### config.mk
export PLATFORM = sky130hd
export DESIGN_NAME = iso_week_from_date_top
export DESIGN_NICKNAME = d
export VERILOG_FILES = /design/src/hw/rtl/iwfd_pkg.sv /design/src/hw/rtl/iwfd_year_info.sv /design/src/hw/rtl/iso_week_from_date_top.sv
export VERILOG_INCLUDE_DIRS = /design/src /design/src/hw/rtl
export SDC_FILE = /design/constraint.sdc
export NUM_CORES = 1
export LEC_CHECK = 0
export BUFFER_PORTS_ARGS = -buffer_cell sky130_fd_sc_hd__buf_2
export CAP_MARGIN = 0
export CORE_MARGIN = 8
export CORE_UTILIZATION = 55
export CTS_CLUSTER_SIZE = 12
export DETAILED_ROUTE_END_ITERATION = 12
export GPL_TIMING_DRIVEN = 0
export PLACE_DENSITY = 0.78
export SYNTH_ARGS = -nofsm -noshare
export SYNTH_HDL_FRONTEND = slang
export SYNTH_HIERARCHICAL = 1
export SYNTH_SLANG_ARGS = --single-unit
export TNS_END_PERCENT = 30
### constraint.sdc
create_clock -name clk -period 11.2 [get_ports clk]
set_clock_uncertainty 0.05 [all_clocks]
set_input_delay 1.12 -clock clk [delete_from_list [all_inputs] [get_ports clk]]
set_output_delay 1.12 -clock clk [all_outputs]
set_load 0.05 [all_outputs]
### src/hw/rtl/iso_week_from_date_top_defines.svh
// Assertion helpers, clocked on clk, quiet while rst_n is low.
`ifndef ISO_WEEK_FROM_DATE_TOP_DEFINES_SVH
`define ISO_WEEK_FROM_DATE_TOP_DEFINES_SVH

`define IWFD_ASSERT_IMP(lbl, ante, cons) \
    lbl: assert property (@(posedge clk) disable iff (!rst_n) (ante) |-> (cons)) \
        else $error("iwfd assertion failed");

`define IWFD_ASSERT_NXT(lbl, ante, cons) \
    lbl: assert property (@(posedge clk) disable iff (!rst_n) (ante) |=> (cons)) \
        else $error("iwfd assertion failed");

`endif

### src/hw/rtl/iwfd_pkg.sv
package iwfd_pkg;

    localparam int YEAR_W  = 14;
    localparam int MONTH_W = 4;
    localparam int DAY_W   = 5;
    localparam int WEEK_W  = 6;
    localparam int DOY_W   = 9;
    localparam int Y1_W    = YEAR_W + 1;

    // floor(x / 100) = (x * RECIP_100) >> SHIFT_100, exact for x < 16800
    localparam int RECIP_100 = 5243;
    localparam int SHIFT_100 = 19;
    localparam int R100_W    = 13;

    // floor(x / 7) = (x * RECIP_7) >> SHIFT_7, exact for x < 512
    localparam int RECIP_7 = 2341;
    localparam int SHIFT_7 = 14;
    localparam int R7_W    = 12;

    localparam int YEAR_OFFSET = 399;

    localparam logic [DOY_W-1:0]  DAYS_LEAP  = 9'd366;
    localparam logic [DOY_W-1:0]  DAYS_NORM  = 9'd365;
    localparam logic [WEEK_W-1:0] WEEK_LONG  = 6'd53;
    localparam logic [WEEK_W-1:0] WEEK_SHORT = 6'd52;
    localparam logic [WEEK_W-1:0] WEEK_FIRST = 6'd1;
    localparam logic [WEEK_W-1:0] WEEK_NONE  = 6'd0;

    localparam logic [2:0] WD_THURSDAY = 3'd4;
    localparam logic [2:0] WD_FRIDAY   = 3'd5;
    localparam logic [2:0] WD_SATURDAY = 3'd6;

    typedef struct packed {
        logic       leap;
        logic       prev_leap;
        logic [2:0] jan1;       // 1 = Monday .. 7 = Sunday
    } year_info_t;

endpackage

### src/hw/rtl/iwfd_year_info.sv
module iwfd_year_info
    import iwfd_pkg::*;
(
    input  logic              clk,
    input  logic [YEAR_W-1:0] year,
    output year_info_t        info
);

    localparam int PROD_W = Y1_W + R100_W;
    localparam int Q_W    = PROD_W - SHIFT_100;

    logic [Y1_W-1:0]   y1;
    logic [PROD_W-1:0] prod_y;
    logic [PROD_W-1:0] prod_y1;

    logic [YEAR_W-1:0] year_reg;
    logic [Q_W-1:0]    qy_reg;
    logic [Q_W-1:0]    qy1_reg;
    year_info_t        info_reg;
    year_info_t        info_next;

    logic [Y1_W-1:0] y1_b;
    logic [Y1_W-1:0] ry_full;
    logic [Y1_W-1:0] ry1_full;
    logic [6:0]      ry;
    logic [6:0]      ry1;
    logic [7:0]      jan1_sum;

    function automatic logic [2:0] mod7(input logic [7:0] v);
        logic [4:0] f1;
        logic [3:0] f2;
        begin
            f1 = {3'b0, v[7:6]} + {2'b0, v[5:3]} + {2'b0, v[2:0]};
            f2 = {2'b0, f1[4:3]} + {1'b0, f1[2:0]};
            if (f2 >= 4'd7)
            begin
                f2 = f2 - 4'd7;
            end
            mod7 = f2[2:0];
        end
    endfunction

    function automatic logic [Y1_W-1:0] times100(input logic [Q_W-1:0] q);
        logic [Y1_W-1:0] qx;
        begin
            qx = Y1_W'(q);
            times100 = (qx << 6) + (qx << 5) + (qx << 2);
        end
    endfunction

    assign y1      = Y1_W'(year) + Y1_W'(YEAR_OFFSET);
    assign prod_y  = PROD_W'(year) * PROD_W'(RECIP_100);
    assign prod_y1 = PROD_W'(y1) * PROD_W'(RECIP_100);

    always_ff @(posedge clk)
    begin
        year_reg <= year;
        qy_reg   <= prod_y[PROD_W-1:SHIFT_100];
        qy1_reg  <= prod_y1[PROD_W-1:SHIFT_100];
    end

    always_comb
    begin
        y1_b     = Y1_W'(year_reg) + Y1_W'(YEAR_OFFSET);
        ry_full  = Y1_W'(year_reg) - times100(qy_reg);
        ry1_full = y1_b - times100(qy1_reg);
        ry       = ry_full[6:0];
        ry1      = ry1_full[6:0];
        // 5 * (century mod 4) + year-in-century + year-in-century / 4, all on year - 1
        jan1_sum = {4'b0, qy1_reg[1:0], 2'b0} + {6'b0, qy1_reg[1:0]}
                 + {1'b0, ry1} + {3'b0, ry1[6:2]};
        info_next.leap      = (year_reg[1:0] == 2'b00)
                            && ((ry != 7'd0) || (qy_reg[1:0] == 2'b00));
        info_next.prev_leap = (year_reg != '0) && (y1_b[1:0] == 2'b00)
                            && ((ry1 != 7'd0) || (qy1_reg[1:0] == 2'b00));
        info_next.jan1      = mod7(jan1_sum) + 3'd1;
    end

    always_ff @(posedge clk)
    begin
        info_reg <= info_next;
    end

    assign info = info_reg;

endmodule

### src/hw/rtl/iso_week_from_date_top.sv
// ISO 8601 week number and week-year of a Gregorian date.
// One request per cycle; busy is always low.
// done pulses for one cycle per request, after the input, stage 1, stage 2 and done valid registers.
// Four register stages: input, year division, year info / day of year, result.
// Reset clears only the valid flags of the stages; data registers are not reset.
`include "iso_week_from_date_top_defines.svh"

module iso_week_from_date_top
    import iwfd_pkg::*;
(
    input  logic               clk,
    input  logic               rst_n,
    input  logic               start,
    output logic               busy,
    input  logic [YEAR_W-1:0]  year,
    input  logic [MONTH_W-1:0] month,
    input  logic [DAY_W-1:0]   day,
    output logic               done,
    output logic [WEEK_W-1:0]  week_number,
    output logic [YEAR_W-1:0]  week_year,
    output logic               bad_month
);

    localparam int T_PROD_W = DOY_W + R7_W;
    localparam int Q7_W     = T_PROD_W - SHIFT_7;

    logic                in_valid_reg;
    logic [YEAR_W-1:0]   in_year_reg;
    logic [MONTH_W-1:0]  in_month_reg;
    logic [DAY_W-1:0]    in_day_reg;

    logic                s1_valid_reg;
    logic [YEAR_W-1:0]   s1_year_reg;
    logic                s1_bad_reg;
    logic                s1_late_reg;
    logic [DOY_W-1:0]    s1_doy_reg;
    logic [DOY_W-1:0]    s1_doy_next;
    logic                s1_bad_next;

    logic                s2_valid_reg;
    logic [YEAR_W-1:0]   s2_year_reg;
    logic                s2_bad_reg;
    logic                s2_late_reg;
    logic [DOY_W-1:0]    s2_doy_reg;

    year_info_t          info;

    logic [DOY_W-1:0]    doy;
    logic [DOY_W-1:0]    t;
    logic [T_PROD_W-1:0] t_prod;
    logic [Q7_W-1:0]     q7;
    logic [DOY_W-1:0]    t_rem;
    logic [2:0]          wday;
    logic [DOY_W-1:0]    ylen;
    logic                in_prev_year;
    logic                in_next_year;

    logic                done_reg;
    logic [WEEK_W-1:0]   week_reg;
    logic [WEEK_W-1:0]   week_next;
    logic [YEAR_W-1:0]   wyear_reg;
    logic [YEAR_W-1:0]   wyear_next;
    logic                bad_reg;

    function automatic logic [DOY_W-1:0] days_before(input logic [MONTH_W-1:0] m);
        begin
            case (m)
                4'd2:    days_before = 9'd31;
                4'd3:    days_before = 9'd59;
                4'd4:    days_before = 9'd90;
                4'd5:    days_before = 9'd120;
                4'd6:    days_before = 9'd151;
                4'd7:    days_before = 9'd181;
                4'd8:    days_before = 9'd212;
                4'd9:    days_before = 9'd243;
                4'd10:   days_before = 9'd273;
                4'd11:   days_before = 9'd304;
                4'd12:   days_before = 9'd334;
                default: days_before = 9'd0;
            endcase
        end
    endfunction

    assign busy = 1'b0;

    // input register
    always_ff @(posedge clk or negedge rst_n)
    begin
        if (!rst_n)
        begin
            in_valid_reg <= 1'b0;
        end
        else
        begin
            in_valid_reg <= start && !busy;
        end
    end

    always_ff @(posedge clk)
    begin
        in_year_reg  <= year;
        in_month_reg <= month;
        in_day_reg   <= day;
    end

    // stage 1: month table
    always_comb
    begin
        s1_bad_next = !(in_month_reg inside {[4'd1:4'd12]});
        s1_doy_next = DOY_W'(in_day_reg) + days_before(in_month_reg);
    end

    always_ff @(posedge clk or negedge rst_n)
    begin
        if (!rst_n)
        begin
            s1_valid_reg <= 1'b0;
            s2_valid_reg <= 1'b0;
            done_reg     <= 1'b0;
        end
        else
        begin
            s1_valid_reg <= in_valid_reg;
            s2_valid_reg <= s1_valid_reg;
            done_reg     <= s2_valid_reg;
        end
    end

    always_ff @(posedge clk)
    begin
        s1_year_reg <= in_year_reg;
        s1_bad_reg  <= s1_bad_next;
        s1_late_reg <= (in_month_reg > 4'd2);
        s1_doy_reg  <= s1_doy_next;
        s2_year_reg <= s1_year_reg;
        s2_bad_reg  <= s1_bad_reg;
        s2_late_reg <= s1_late_reg;
        s2_doy_reg  <= s1_doy_reg;
    end

    iwfd_year_info u_year_info
    (
        .clk  (clk),
        .year (in_year_reg),
        .info (info)
    );

    // stage 3: weekday and week
    always_comb
    begin
        doy    = s2_doy_reg + DOY_W'(info.leap && s2_late_reg);
        t      = doy + DOY_W'(info.jan1) + DOY_W'(5);
        t_prod = T_PROD_W'(t) * T_PROD_W'(RECIP_7);
        q7     = t_prod[T_PROD_W-1:SHIFT_7];
        t_rem  = t - ((DOY_W'(q7) << 3) - DOY_W'(q7));
        wday   = t_rem[2:0] + 3'd1;
        ylen   = info.leap ? DAYS_LEAP : DAYS_NORM;

        in_prev_year = ((doy + DOY_W'(info.jan1)) <= DOY_W'(8))
                    && (info.jan1 > WD_THURSDAY);
        in_next_year = ({1'b0, ylen} + 10'(wday)) < ({1'b0, doy} + 10'd4);

        week_next  = WEEK_NONE;
        wyear_next = s2_year_reg;
        if (s2_bad_reg)
        begin
            week_next  = WEEK_NONE;
            wyear_next = s2_year_reg;
        end
        else if (in_prev_year)
        begin
            wyear_next = s2_year_reg - YEAR_W'(1);
            if ((info.jan1 == WD_FRIDAY) || ((info.jan1 == WD_SATURDAY) && info.prev_leap))
            begin
                week_next = WEEK_LONG;
            end
            else
            begin
                week_next = WEEK_SHORT;
            end
        end
        else if (in_next_year)
        begin
            wyear_next = s2_year_reg + YEAR_W'(1);
            week_next  = WEEK_FIRST;
        end
        else
        begin
            week_next = WEEK_W'(q7) - WEEK_W'(info.jan1 > WD_THURSDAY);
        end
    end

    always_ff @(posedge clk)
    begin
        week_reg  <= week_next;
        wyear_reg <= wyear_next;
        bad_reg   <= s2_bad_reg;
    end

    assign done        = done_reg;
    assign week_number = week_reg;
    assign week_year   = wyear_reg;
    assign bad_month   = bad_reg;

    `IWFD_ASSERT_IMP(a_req_to_done, start && !busy, ##4 done)
    `IWFD_ASSERT_IMP(a_done_has_req, done, $past(start, 4))
    `IWFD_ASSERT_NXT(a_stage_to_done, s2_valid_reg, done)
    `IWFD_ASSERT_IMP(a_bad_zero_week, done && bad_month, week_number == WEEK_NONE)
    `IWFD_ASSERT_IMP(a_week_range, done && !bad_month, week_number <= WEEK_LONG)

endmodule
==> results of run 1 <==
[worst max path at each step]
stage / from / cells past startpoint / slack [ps] / end
floorplan: u_year_info/info[4] / 41 / 2440 / week_year[11]
global placement: u_year_info/info[4] / 39 / 1450 / week_year[5]
detailed placement: u_year_info/info[4] / 38 / 1290 / week_year[11]
CTS: u_year_info/info[4] / 39 / 1240 / week_year[5]
global route: u_year_info/info[4] / 40 / 550 / week_year[11]
finish: u_year_info/info[4] / 38 / 1220 / week_year[11]
[cells in the final DEF (no fill, tap or decap), types with 36 or more instances in the layout]
cell type,count
sky130_fd_sc_hd__inv_1,302
sky130_fd_sc_hd__ha_1,296
sky130_fd_sc_hd__fa_1,149
sky130_fd_sc_hd__dfxtp_1,125
sky130_fd_sc_hd__xnor2_1,73
sky130_fd_sc_hd__a21oi_1,58
sky130_fd_sc_hd__buf_2,49
sky130_fd_sc_hd__nor2_1,44
sky130_fd_sc_hd__nand2_1,36
sky130_fd_sc_hd__xor2_1,36
[logic make-up (layout without fill, tap and decap cells)]
kind of cell    after synthesis  in the layout  share of synthesized area
compound gates              190            190                     0.0910
xor+xnor                    114            114                     0.0740
fa+ha+maj                   445            445                      0.473
buf+inv                     317            396                     0.0872
flops                       129            129                      0.184
mux                           8              8                    0.00681
other cells                   1              2                   0.000265
simple gates                216            216                     0.0843
[through the flow]
step	utilization	instance area, um2	setup WS [ps]	hold slack, ps
finish	0.609	15400	1220	275
global route	0.609	15400	551	279
CTS	0.609	15400	1240	276
detailed placement	0.586	14800	1290	262
global placement	0.586	14800	1450	261
floorplan	-	14100	2440	260
[synthesized netlist by cell type (3+ instances only)]
library cell | number | area (um2)
sky130_fd_sc_hd__nor2_1 | 44 | 165
sky130_fd_sc_hd__nor4b_1 | 5 | 43.8
sky130_fd_sc_hd__dfrtp_1 | 4 | 100
sky130_fd_sc_hd__nand2b_1 | 4 | 25.0
sky130_fd_sc_hd__xor2_1 | 36 | 315
sky130_fd_sc_hd__and2_1 | 11 | 68.8
sky130_fd_sc_hd__xor2_2 | 3 | 48.8
sky130_fd_sc_hd__a31oi_1 | 6 | 37.5
sky130_fd_sc_hd__nand3b_1 | 5 | 37.5
sky130_fd_sc_hd__o2111ai_1 | 5 | 43.8
sky130_fd_sc_hd__clkbuf_1 | 5 | 18.8
sky130_fd_sc_hd__nor4_1 | 5 | 31.3
sky130_fd_sc_hd__o21ai_0 | 30 | 150
sky130_fd_sc_hd__nand4_1 | 19 | 119
sky130_fd_sc_hd__dfxtp_1 | 125 | 2500
sky130_fd_sc_hd__nor2b_1 | 11 | 68.8
sky130_fd_sc_hd__nand3_1 | 22 | 110
sky130_fd_sc_hd__inv_1 | 302 | 1130
sky130_fd_sc_hd__nand2_1 | 36 | 135
sky130_fd_sc_hd__o21a_1 | 12 | 90.1
sky130_fd_sc_hd__o22ai_1 | 4 | 25.0
sky130_fd_sc_hd__mux2i_1 | 4 | 40.0
sky130_fd_sc_hd__a211o_1 | 4 | 35.0
sky130_fd_sc_hd__o21bai_1 | 6 | 45.0
sky130_fd_sc_hd__mux2_2 | 3 | 33.8
sky130_fd_sc_hd__o21ai_1 | 3 | 15.0
sky130_fd_sc_hd__a211oi_1 | 6 | 45.0
sky130_fd_sc_hd__nor3_1 | 17 | 85.1
sky130_fd_sc_hd__fa_1 | 149 | 2980
sky130_fd_sc_hd__or2_2 | 5 | 31.3
sky130_fd_sc_hd__a21oi_1 | 58 | 290
sky130_fd_sc_hd__o221ai_1 | 4 | 35.0
sky130_fd_sc_hd__a311o_1 | 3 | 30.0
sky130_fd_sc_hd__buf_6 | 4 | 45.0
sky130_fd_sc_hd__and3_1 | 7 | 43.8
sky130_fd_sc_hd__o211ai_1 | 7 | 52.6
sky130_fd_sc_hd__xnor2_1 | 73 | 639
sky130_fd_sc_hd__ha_1 | 296 | 3700
sky130_fd_sc_hd__a21o_1 | 12 | 90.1
sky130_fd_sc_hd__o31a_1 | 3 | 26.3
[worst max-delay path: cells and delay by family, from the launching register on]
family,cells,cell delay (ps)
flip-flops,1,420
AND/OR/NAND/NOR,7,1850
AO/OA/AOI/OAI,10,2120
XOR/XNOR,5,1090
adder cells (fa/ha/maj),12,3960
buffers and inverters,4,360
[per-layer routing]
layer  vias to the layer above  GRT usage  part of all wire  routed length, um
met5                         -          0                 0                  0
met4                         0     0.0665             0.023                666
met3                        54     0.0325             0.038               1090
met2                       218      0.353              0.52              14900
met1                      4772      0.220              0.42              11900
li1                       4808          -                 -                  -
[final cells by class]
| class | instances | area [um2] |
|---|---|---|
| multi-input combinational | 974 | 10300 |
| fill | 2066 | 9870 |
| sequential | 129 | 2600 |
| inverter | 302 | 1130 |
| clock buffer | 17 | 425 |
| tap | 330 | 413 |
| timing repair buffer | 47 | 235 |
| clock inverter | 15 | 159 |
| buffer | 15 | 100 |
| antenna | 1 | 2.50 |
==> results.txt, run 1 <==
----------------------------------------------------
[Logic synthesis]
  Number of synthesized flops with an enable pin ... 0
  Most used flip-flop cell after synthesis ... sky130_fd_sc_hd__dfxtp_1
  Post-synthesis instance area ... 0.0141 mm2
  Number of flip-flops and latches in the synthesized netlist ... 129
  Number of warning messages in the yosys log ... 6
  Fraction of synthesis flops using an asynchronous set or reset pin ... 0.0310
  Sequential fraction of the synthesis area ... 0.184
  Number of nets produced by synthesis ... 1891
  Post-synthesis area per instance ... 9.96 um2
  Synthesized instance count ... 1420
  Distinct cell type count after synthesis ... 88

[STA]
  Slew @ Worst Pin ... 874 ps
  Worst max-slew margin expressed relative to the limit ... 0.413
  Number of failing setup endpoints in the final timing report ... 0
  Total count of max-transition violations in the final report ... 0
  Tcrit/Tclk final ... 0.891
  Highest achievable clock rate ... 100 MHz
  Final critical path time including I/O delays and setup ... 9980 ps
  RSZ-0062 raised after global routing ... false
  Final setup TNS ... 0 ps
  Final Hold Violating Endpoints ... 0

[CTS]
  Skew-Pair Late Insertion Delay ... 430 ps
  Number of buffers between clock root and the deepest sink ... 2
  Total setup buffers inserted after CTS ... 0
  CTS Hold Buffers Added ... 0
  CTS Root Cell ... sky130_fd_sc_hd__clkbuf_16
  TritonCTS clock tree ... built
  Level count of the clock H-tree ... 4
  Number of instances resized during post-cts repair ... 0
  Reg clk slew, reported paths ... 70 ps
  Total CTS buffers ... 17
  Clk sink count ... 129

[Detailed routing]
  Detailed-route DRC error count ... 0
  Remaining antenna violation count ... 0
  Sum of routed wire length over all layers ... 28.6 mm
  Vias after detailed routing ... 9852
  Count of TritonRoute iterations in the first routing pass ... 4
  Wirelength per Cell ... 15.6 um
  DRC marker count from the first detailed-route iteration ... 522
  Vias/cell ... 5.38

[Critical path]
  Type of element capturing the critical path ... flop
  Cells on worst reg2reg path ... 38
  Critical path type ... reg2reg
  Kind of start point of the critical path ... flop
  Peak fanout along the critical path ... 10
  Slowest stage delay, CP ... 510 ps
  Data required, critical path ... 11470 ps
  Setup slack of the most critical reg-to-reg path ... 1220 ps
  Most frequent cell on the critical path ... sky130_fd_sc_hd__ha_1
  Start of the worst register-to-register path ... u_year_info/info[4]
  Worst-path cell with the longest stage delay ... sky130_fd_sc_hd__fa_1
  Critical R2R Capture ... week_year[11]
  WP data arrival ... 10250 ps

[Die]
  Horizontal die dimension ... 176 um
  Placement row count ... 58
  Effective utilization at floorplan ... 0.560
  Die Height ... 176 um
  Top-level port count ... 49
  Core ar. ... 0.0253 mm2
  DIE AREA ... 0.0311 mm2

[Global route]
  Largest net degree at the start of global routing ... 17
  Total congestion overflow after global routing ... 0
  Vias in the first global route ... 10600
  Total routing resource utilization after global routing ... 0.192
  Number of antenna violations at the first check in global routing ... 0
  Wire length of the first global-routing pass ... 48.6 mm

[Min path]
  Hold Crit Depth ... 0
  Hold worst-path end ... s2_doy_reg[0]
  HP Class ... reg2reg
  Startpoint of the tightest hold check path ... s1_doy_reg[0]

[Place]
  Count of buffers inserted at the top-level ports ... 47
  Placed wire-length estimate ... 23.8 mm
  Final weighted congestion of routability-driven global placement ... 0.923
  Number of placed instances with taps included ... 1797

[Cells and area]
  Number of nets in the final layout ... 1957
  Relative area change from synthesis to final layout ... 8.73%
  Share of layout cells above drive strength 1 ... 0.0827
  Post-route non-filler standard cell count ... 1830

[Flow run]
  Number of violations of the max-capacitance limit ... 0

[Outcome]
  Run status ... finished clean

----------------------------------------------------
Power of run 1 is left out: the tool's default activity adds up to more than one toggle a clock period on the data nets, which glitch-free logic cannot reach.
==> run 2: changes to the inputs <==
RECOVER_POWER = 50   (was default)
==> run 2 against run 1 <==
Compared with the run above: utilization about the same; first-iteration DRC count up 10%; sequential share of layout area about the same; register-to-register slack barely moved; die area unchanged; critical endpoint unchanged; highest routed layer unchanged.
==> results.txt, run 2 (synthesis results as in run 1) <==
----------------------------------------------------
[Critical path]
  Data required, critical path ... 11470 ps
  Slowest stage delay, CP ... 510 ps
  Most frequent cell on the critical path ... sky130_fd_sc_hd__ha_1
  WP data arrival ... 10250 ps
  Worst-path cell with the longest stage delay ... sky130_fd_sc_hd__fa_1
  Peak fanout along the critical path ... 10
  Kind of start point of the critical path ... flop
  Type of element capturing the critical path ... flop
  Critical path type ... reg2reg
  Cells on worst reg2reg path ... 38

[Flow run]
  Number of violations of the max-capacitance limit ... 0

[STA]
  Final Hold Violating Endpoints ... 0
  Worst max-slew margin expressed relative to the limit ... 0.415
  Tcrit/Tclk final ... 0.892
  Final setup TNS ... 0 ps
  Total count of max-transition violations in the final report ... 0
  RSZ-0062 raised after global routing ... false
  Number of failing setup endpoints in the final timing report ... 0
  Slew @ Worst Pin ... 871 ps
  Final critical path time including I/O delays and setup ... 9990 ps
  Highest achievable clock rate ... 100 MHz

[Global route]
  Vias in the first global route ... 10600
  Total congestion overflow after global routing ... 0
  Largest net degree at the start of global routing ... 17
  Total routing resource utilization after global routing ... 0.192
  Number of antenna violations at the first check in global routing ... 0
  Wire length of the first global-routing pass ... 48.6 mm

[Min path]
  Hold Crit Depth ... 0
  HP Class ... reg2reg

[Die]
  DIE AREA ... 0.0311 mm2
  Horizontal die dimension ... 176 um
  Die Height ... 176 um
  Top-level port count ... 49
  Placement row count ... 58
  Core ar. ... 0.0253 mm2
  Effective utilization at floorplan ... 0.560

[CTS]
  Number of buffers between clock root and the deepest sink ... 2
  Skew-Pair Late Insertion Delay ... 430 ps
  Total CTS buffers ... 17
  TritonCTS clock tree ... built
  Reg clk slew, reported paths ... 70 ps
  Total setup buffers inserted after CTS ... 0
  Level count of the clock H-tree ... 4
  Clk sink count ... 129
  Number of instances resized during post-cts repair ... 0
  CTS Root Cell ... sky130_fd_sc_hd__clkbuf_16
  CTS Hold Buffers Added ... 0

[Place]
  Count of buffers inserted at the top-level ports ... 47
  Final weighted congestion of routability-driven global placement ... 0.923
  Placed wire-length estimate ... 23.8 mm

[Outcome]
  Run status ... finished clean

[Detailed routing]
  Detailed-route DRC error count ... 0
  Vias after detailed routing ... 9843
  Count of TritonRoute iterations in the first routing pass ... 5
  Remaining antenna violation count ... 0
  DRC marker count from the first detailed-route iteration ... 575
  Sum of routed wire length over all layers ... 28.6 mm
  Vias/cell ... 5.38
  Wirelength per Cell ... 15.6 um

[Cells and area]
  Number of fillers in the final layout ... 2069
  Number of nets in the final layout ... 1957
  Commonest cells after routing, fill and taps aside ... 302 x sky130_fd_sc_hd__inv_1, 296 x sky130_fd_sc_hd__ha_1, 149 x sky130_fd_sc_hd__fa_1, 125 x sky130_fd_sc_hd__dfxtp_1, 73 x sky130_fd_sc_hd__xnor2_1
  Flip-flop and latch area ... 0.00260 mm2
  Combined area of the multi-input logic cells ... 0.0103 mm2
  Leading cell type in the layout, fill and taps excluded ... sky130_fd_sc_hd__inv_1
  Share of layout cells above drive strength 1 ... 0.0794
  Relative area change from synthesis to final layout ... 8.68%

----------------------------------------------------
[run 2: cell count changes in the layout (fill, tap and decap cells not counted)]
cell	previous run	this run
sky130_fd_sc_hd__buf_2	49	44
sky130_fd_sc_hd__clkbuf_1	5	10
[run 2: layout make-up]
| type | count | area share |
|---|---|---|
| inverter | 302 | 0.0737 |
| sequential | 129 | 0.169 |
| timing repair buffer | 47 | 0.0149 |
| antenna | 1 | 0.000163 |
| clock inverter | 15 | 0.0103 |
| multi-input combinational | 974 | 0.671 |
| buffer | 15 | 0.00651 |
| clock buffer | 17 | 0.0277 |
| tap | 330 | 0.0268 |
[run 2: per-stage QoR]
stage / hold WS, ps / utilization / setup slack, ps / cells / area [um2]
floorplan: 260 / - / 2440 / 1420 / 14100
global placement: 261 / 0.586 / 1450 / 1797 / 14800
detailed placement: 262 / 0.586 / 1290 / 1797 / 14800
CTS: 276 / 0.609 / 1240 / 1829 / 15400
global route: 279 / 0.609 / 551 / 1829 / 15400
finish: 275 / 0.609 / 1210 / 1830 / 15400
[run 2: critical path, delay by kind of cell, from the launching register on]
kind | cells | cell delay (ps)
buffers and inverters | 4 | 360
flip-flops | 1 | 420
AO/OA/AOI/OAI | 10 | 2130
AND/OR/NAND/NOR | 7 | 1850
adder cells (fa/ha/maj) | 12 | 3960
XOR/XNOR | 5 | 1090
[run 2: per-layer routing]
layer | routed length, um | up-vias | part of all wire | track usage
met5 | 0 | - | 0 | 0
met4 | 665 | 0 | 0.023 | 0.0665
met3 | 1070 | 54 | 0.037 | 0.0325
met2 | 14900 | 222 | 0.52 | 0.353
met1 | 12000 | 4759 | 0.42 | 0.220
li1 | - | 4808 | - | -
[run 2: final timing paths]
| kind | slack [ps] | to | start |
|---|---|---|---|
| hold reg to reg | 270 | s2_doy_reg[0] | s1_doy_reg[0] |
| min in group asynchronous | 470 | s1_valid_reg | rst_n |
| setup / recovery | 1210 | week_year[11] | u_year_info/info[4] |
| setup reg to reg | 1210 | week_year[11] | u_year_info/info[4] |
| hold / removal | 270 | s2_doy_reg[0] | s1_doy_reg[0] |
| max in group asynchronous | 10450 | done | rst_n |
Power of run 2 is left out for the same reason.
==> run 3: changes to the inputs <==
GPL_TIMING_DRIVEN = default   (was 0)
SETUP_SLACK_MARGIN = 0.2   (was default)
SYNTH_HIERARCHICAL = default   (was 1)
==> run 3 against run 2 <==
Compared with the run above: hold slack is essentially flat; worst setup slack gained 280 ps; final cell count shrank 3.7%; non-clock buffer count shrank 15; die area shrank 2.8%; count of clock-buffer cells in the layout grew 3; utilization shrank 1.1 points; critical path type unchanged; synthesized cell count shrank 3.3%; flip-flop and latch count shrank 7.
==> results.txt, run 3 <==
----------------------------------------------------
[Cells and area]
  Share of layout cells above drive strength 1 ... 0.0691
  # diodes ... 0
  Number of nets in the final layout ... 1894
  Relative area change from synthesis to final layout ... 8.13%
  Number of fillers in the final layout ... 2014
  Final core area utilization ... 0.598
  Commonest cells after routing, fill and taps aside ... 301 x sky130_fd_sc_hd__inv_1, 300 x sky130_fd_sc_hd__ha_1, 148 x sky130_fd_sc_hd__fa_1, 118 x sky130_fd_sc_hd__dfxtp_1, 81 x sky130_fd_sc_hd__xnor2_1
  Leading cell type in the layout, fill and taps excluded ... sky130_fd_sc_hd__inv_1

[Logic synthesis]
  Leading post-synthesis cells by instance count ... 301 x sky130_fd_sc_hd__inv_1, 300 x sky130_fd_sc_hd__ha_1, 148 x sky130_fd_sc_hd__fa_1
  Simple logic cell fraction of the synthesized area ... 0.0718
  Post-synthesis area per instance ... 9.99 um2
  Number of flip-flops and latches in the synthesized netlist ... 122
  Main combinational cell family by area after synthesis ... adder cells
  Most area-hungry cell type in the Yosys netlist ... sky130_fd_sc_hd__ha_1
  Multiplexer area fraction after synthesis ... 0.0102
  Distinct cell type count after synthesis ... 75
  Synthesized instance count ... 1373
  Most frequent cell after synthesis ... sky130_fd_sc_hd__inv_1
  Most used flip-flop cell after synthesis ... sky130_fd_sc_hd__dfxtp_1
  Number of nets produced by synthesis ... 1847
  Fraction of synthesis flops using an asynchronous set or reset pin ... 0.0328
  Sequential fraction of the synthesis area ... 0.179
  Area fraction in compound gates after synthesis ... 0.0838
  Post-synthesis instance area ... 0.0137 mm2
  Post-synthesis share of cell area spent on full adders, half adders and majority gates ... 0.490
  Leading cell types by total area after synthesis ... sky130_fd_sc_hd__ha_1 27%, sky130_fd_sc_hd__fa_1 22%, sky130_fd_sc_hd__dfxtp_1 17%
  Area share of the leading cell type in the synthesized netlist ... 0.274
  Number of warning messages in the yosys log ... 0
  Xor/xnor cell area share of the yosys netlist ... 0.0759
  Number of synthesized flops with an enable pin ... 0

[Critical path]
  Type of element capturing the critical path ... flop
  Cells on worst reg2reg path ... 38
  CP delay by family, top ... adder cells
  Critical path startpoint ... u_year_info.info[4]
  Peak fanout along the critical path ... 13
  Most frequent cell on the critical path ... sky130_fd_sc_hd__ha_1
  Slowest stage delay, CP ... 520 ps
  CP bufs+invs ... 6
  Worst-path cell with the longest stage delay ... sky130_fd_sc_hd__fa_1
  Critical Path Stages ... 38
  Critical path type ... reg2reg
  Kind of start point of the critical path ... flop
  WP data arrival ... 9990 ps
  Data required, critical path ... 11480 ps
  Start of the worst register-to-register path ... u_year_info.info[4]

[Detailed routing]
  Vias after detailed routing ... 9360
  Vias/cell ... 5.31
  Remaining antenna violation count ... 0
  DRC marker count from the first detailed-route iteration ... 488
  Detailed-route DRC error count ... 0
  Wirelength per Cell ... 15.8 um
  Count of TritonRoute iterations in the first routing pass ... 4
  Sum of routed wire length over all layers ... 27.9 mm

[STA]
  Final Worst Setup Slack ... 1490 ps
  RSZ-0062 raised after global routing ... false
  Worst slack on hold paths ... 275 ps
  Tcrit/Tclk final ... 0.867
  Slew @ Worst Pin ... 1080 ps
  Final critical path time including I/O delays and setup ... 9710 ps
  Total count of max-transition violations in the final report ... 0
  Highest achievable clock rate ... 103 MHz
  Final setup TNS ... 0 ps
  Final Hold Violating Endpoints ... 0
  Number of failing setup endpoints in the final timing report ... 0
  Worst max-slew margin expressed relative to the limit ... 0.264

[Global route]
  Largest net degree at the start of global routing ... 24
  Total routing resource utilization after global routing ... 0.192
  Wire length of the first global-routing pass ... 47.7 mm
  Vias in the first global route ... 10000
  Number of antenna violations at the first check in global routing ... 0
  Total congestion overflow after global routing ... 0

[Place]
  Worst slack, placed ... 1690 ps
  Count of buffers inserted at the top-level ports ... 47
  Placed wire-length estimate ... 22.7 mm
  Final weighted congestion of routability-driven global placement ... 0.919

[CTS]
  Number of instances resized during post-cts repair ... 0
  Number of buffers between clock root and the deepest sink ... 2
  CTS Hold Buffers Added ... 0
  Skew-Pair Late Insertion Delay ... 410 ps
  Total setup buffers inserted after CTS ... 0
  Clk sink count ... 122
  Reg clk slew, reported paths ... 60 ps
  TritonCTS clock tree ... built
  Total CTS buffers ... 17
  Level count of the clock H-tree ... 4
  CTS Root Cell ... sky130_fd_sc_hd__clkbuf_16

[Die]
  DIE AREA ... 0.0303 mm2
  Effective utilization at floorplan ... 0.553
  Top-level port count ... 49
  Die Height ... 174 um
  Horizontal die dimension ... 174 um
  Placement row count ... 58
  Core ar. ... 0.0248 mm2

[Min path]
  HP Class ... reg2reg
  Hold Crit Depth ... 0
  Startpoint of the tightest hold check path ... s1_doy_reg[3]

[Flow run]
  Number of violations of the max-capacitance limit ... 0

[Outcome]
  Run status ... finished clean

----------------------------------------------------
## run 3: kinds of logic (layout without fill, tap and decap cells)
kind of cell | after synthesis | after routing
buffers and inverters | 320 | 380
other | 1 | 1
AND/OR/NAND/NOR | 187 | 187
AO/OA/AOI/OAI | 165 | 165
flip-flops | 122 | 122
multiplexers | 12 | 12
adder cells (fa/ha/maj) | 448 | 448
XOR/XNOR | 118 | 118
## run 3: cell type report
class	count	area, um2	share of cell area
clock inverter	12	118	0.00793
tap	330	413	0.0278
multi-input combinational	931	10000	0.677
inverter	301	1130	0.0762
clock buffer	20	447	0.0301
timing repair buffer	47	229	0.0154
sequential	122	2460	0.166
## run 3: metal layers
metal / wire, um / global-route usage / part of all wire / up-vias
li1: - / - / - / 4577
met3: 1110 / 0.0284 / 0.040 / 49
met1: 12000 / 0.233 / 0.43 / 4520
met4: 681 / 0.0627 / 0.024 / 0
met2: 14100 / 0.343 / 0.50 / 214
met5: 0 / 0 / 0 / -
## run 3: metrics by stage
step / instances / area [um2]
floorplan: 1373 / 13700
detailed placement: 1731 / 14300
global placement: 1731 / 14300
global route: 1763 / 14800
CTS: 1763 / 14800
finish: 1763 / 14800
## run 3: worst paths after layout
check / end / slack, ps
min: s2_doy_reg[3] / 270
min in group asynchronous: s2_valid_reg / 470
max reg2reg: week_year[6] / 1490
min reg2reg: s2_doy_reg[3] / 270
max in group asynchronous: done / 10460
max: week_year[6] / 1490
Power of run 3 is left out for the same reason.
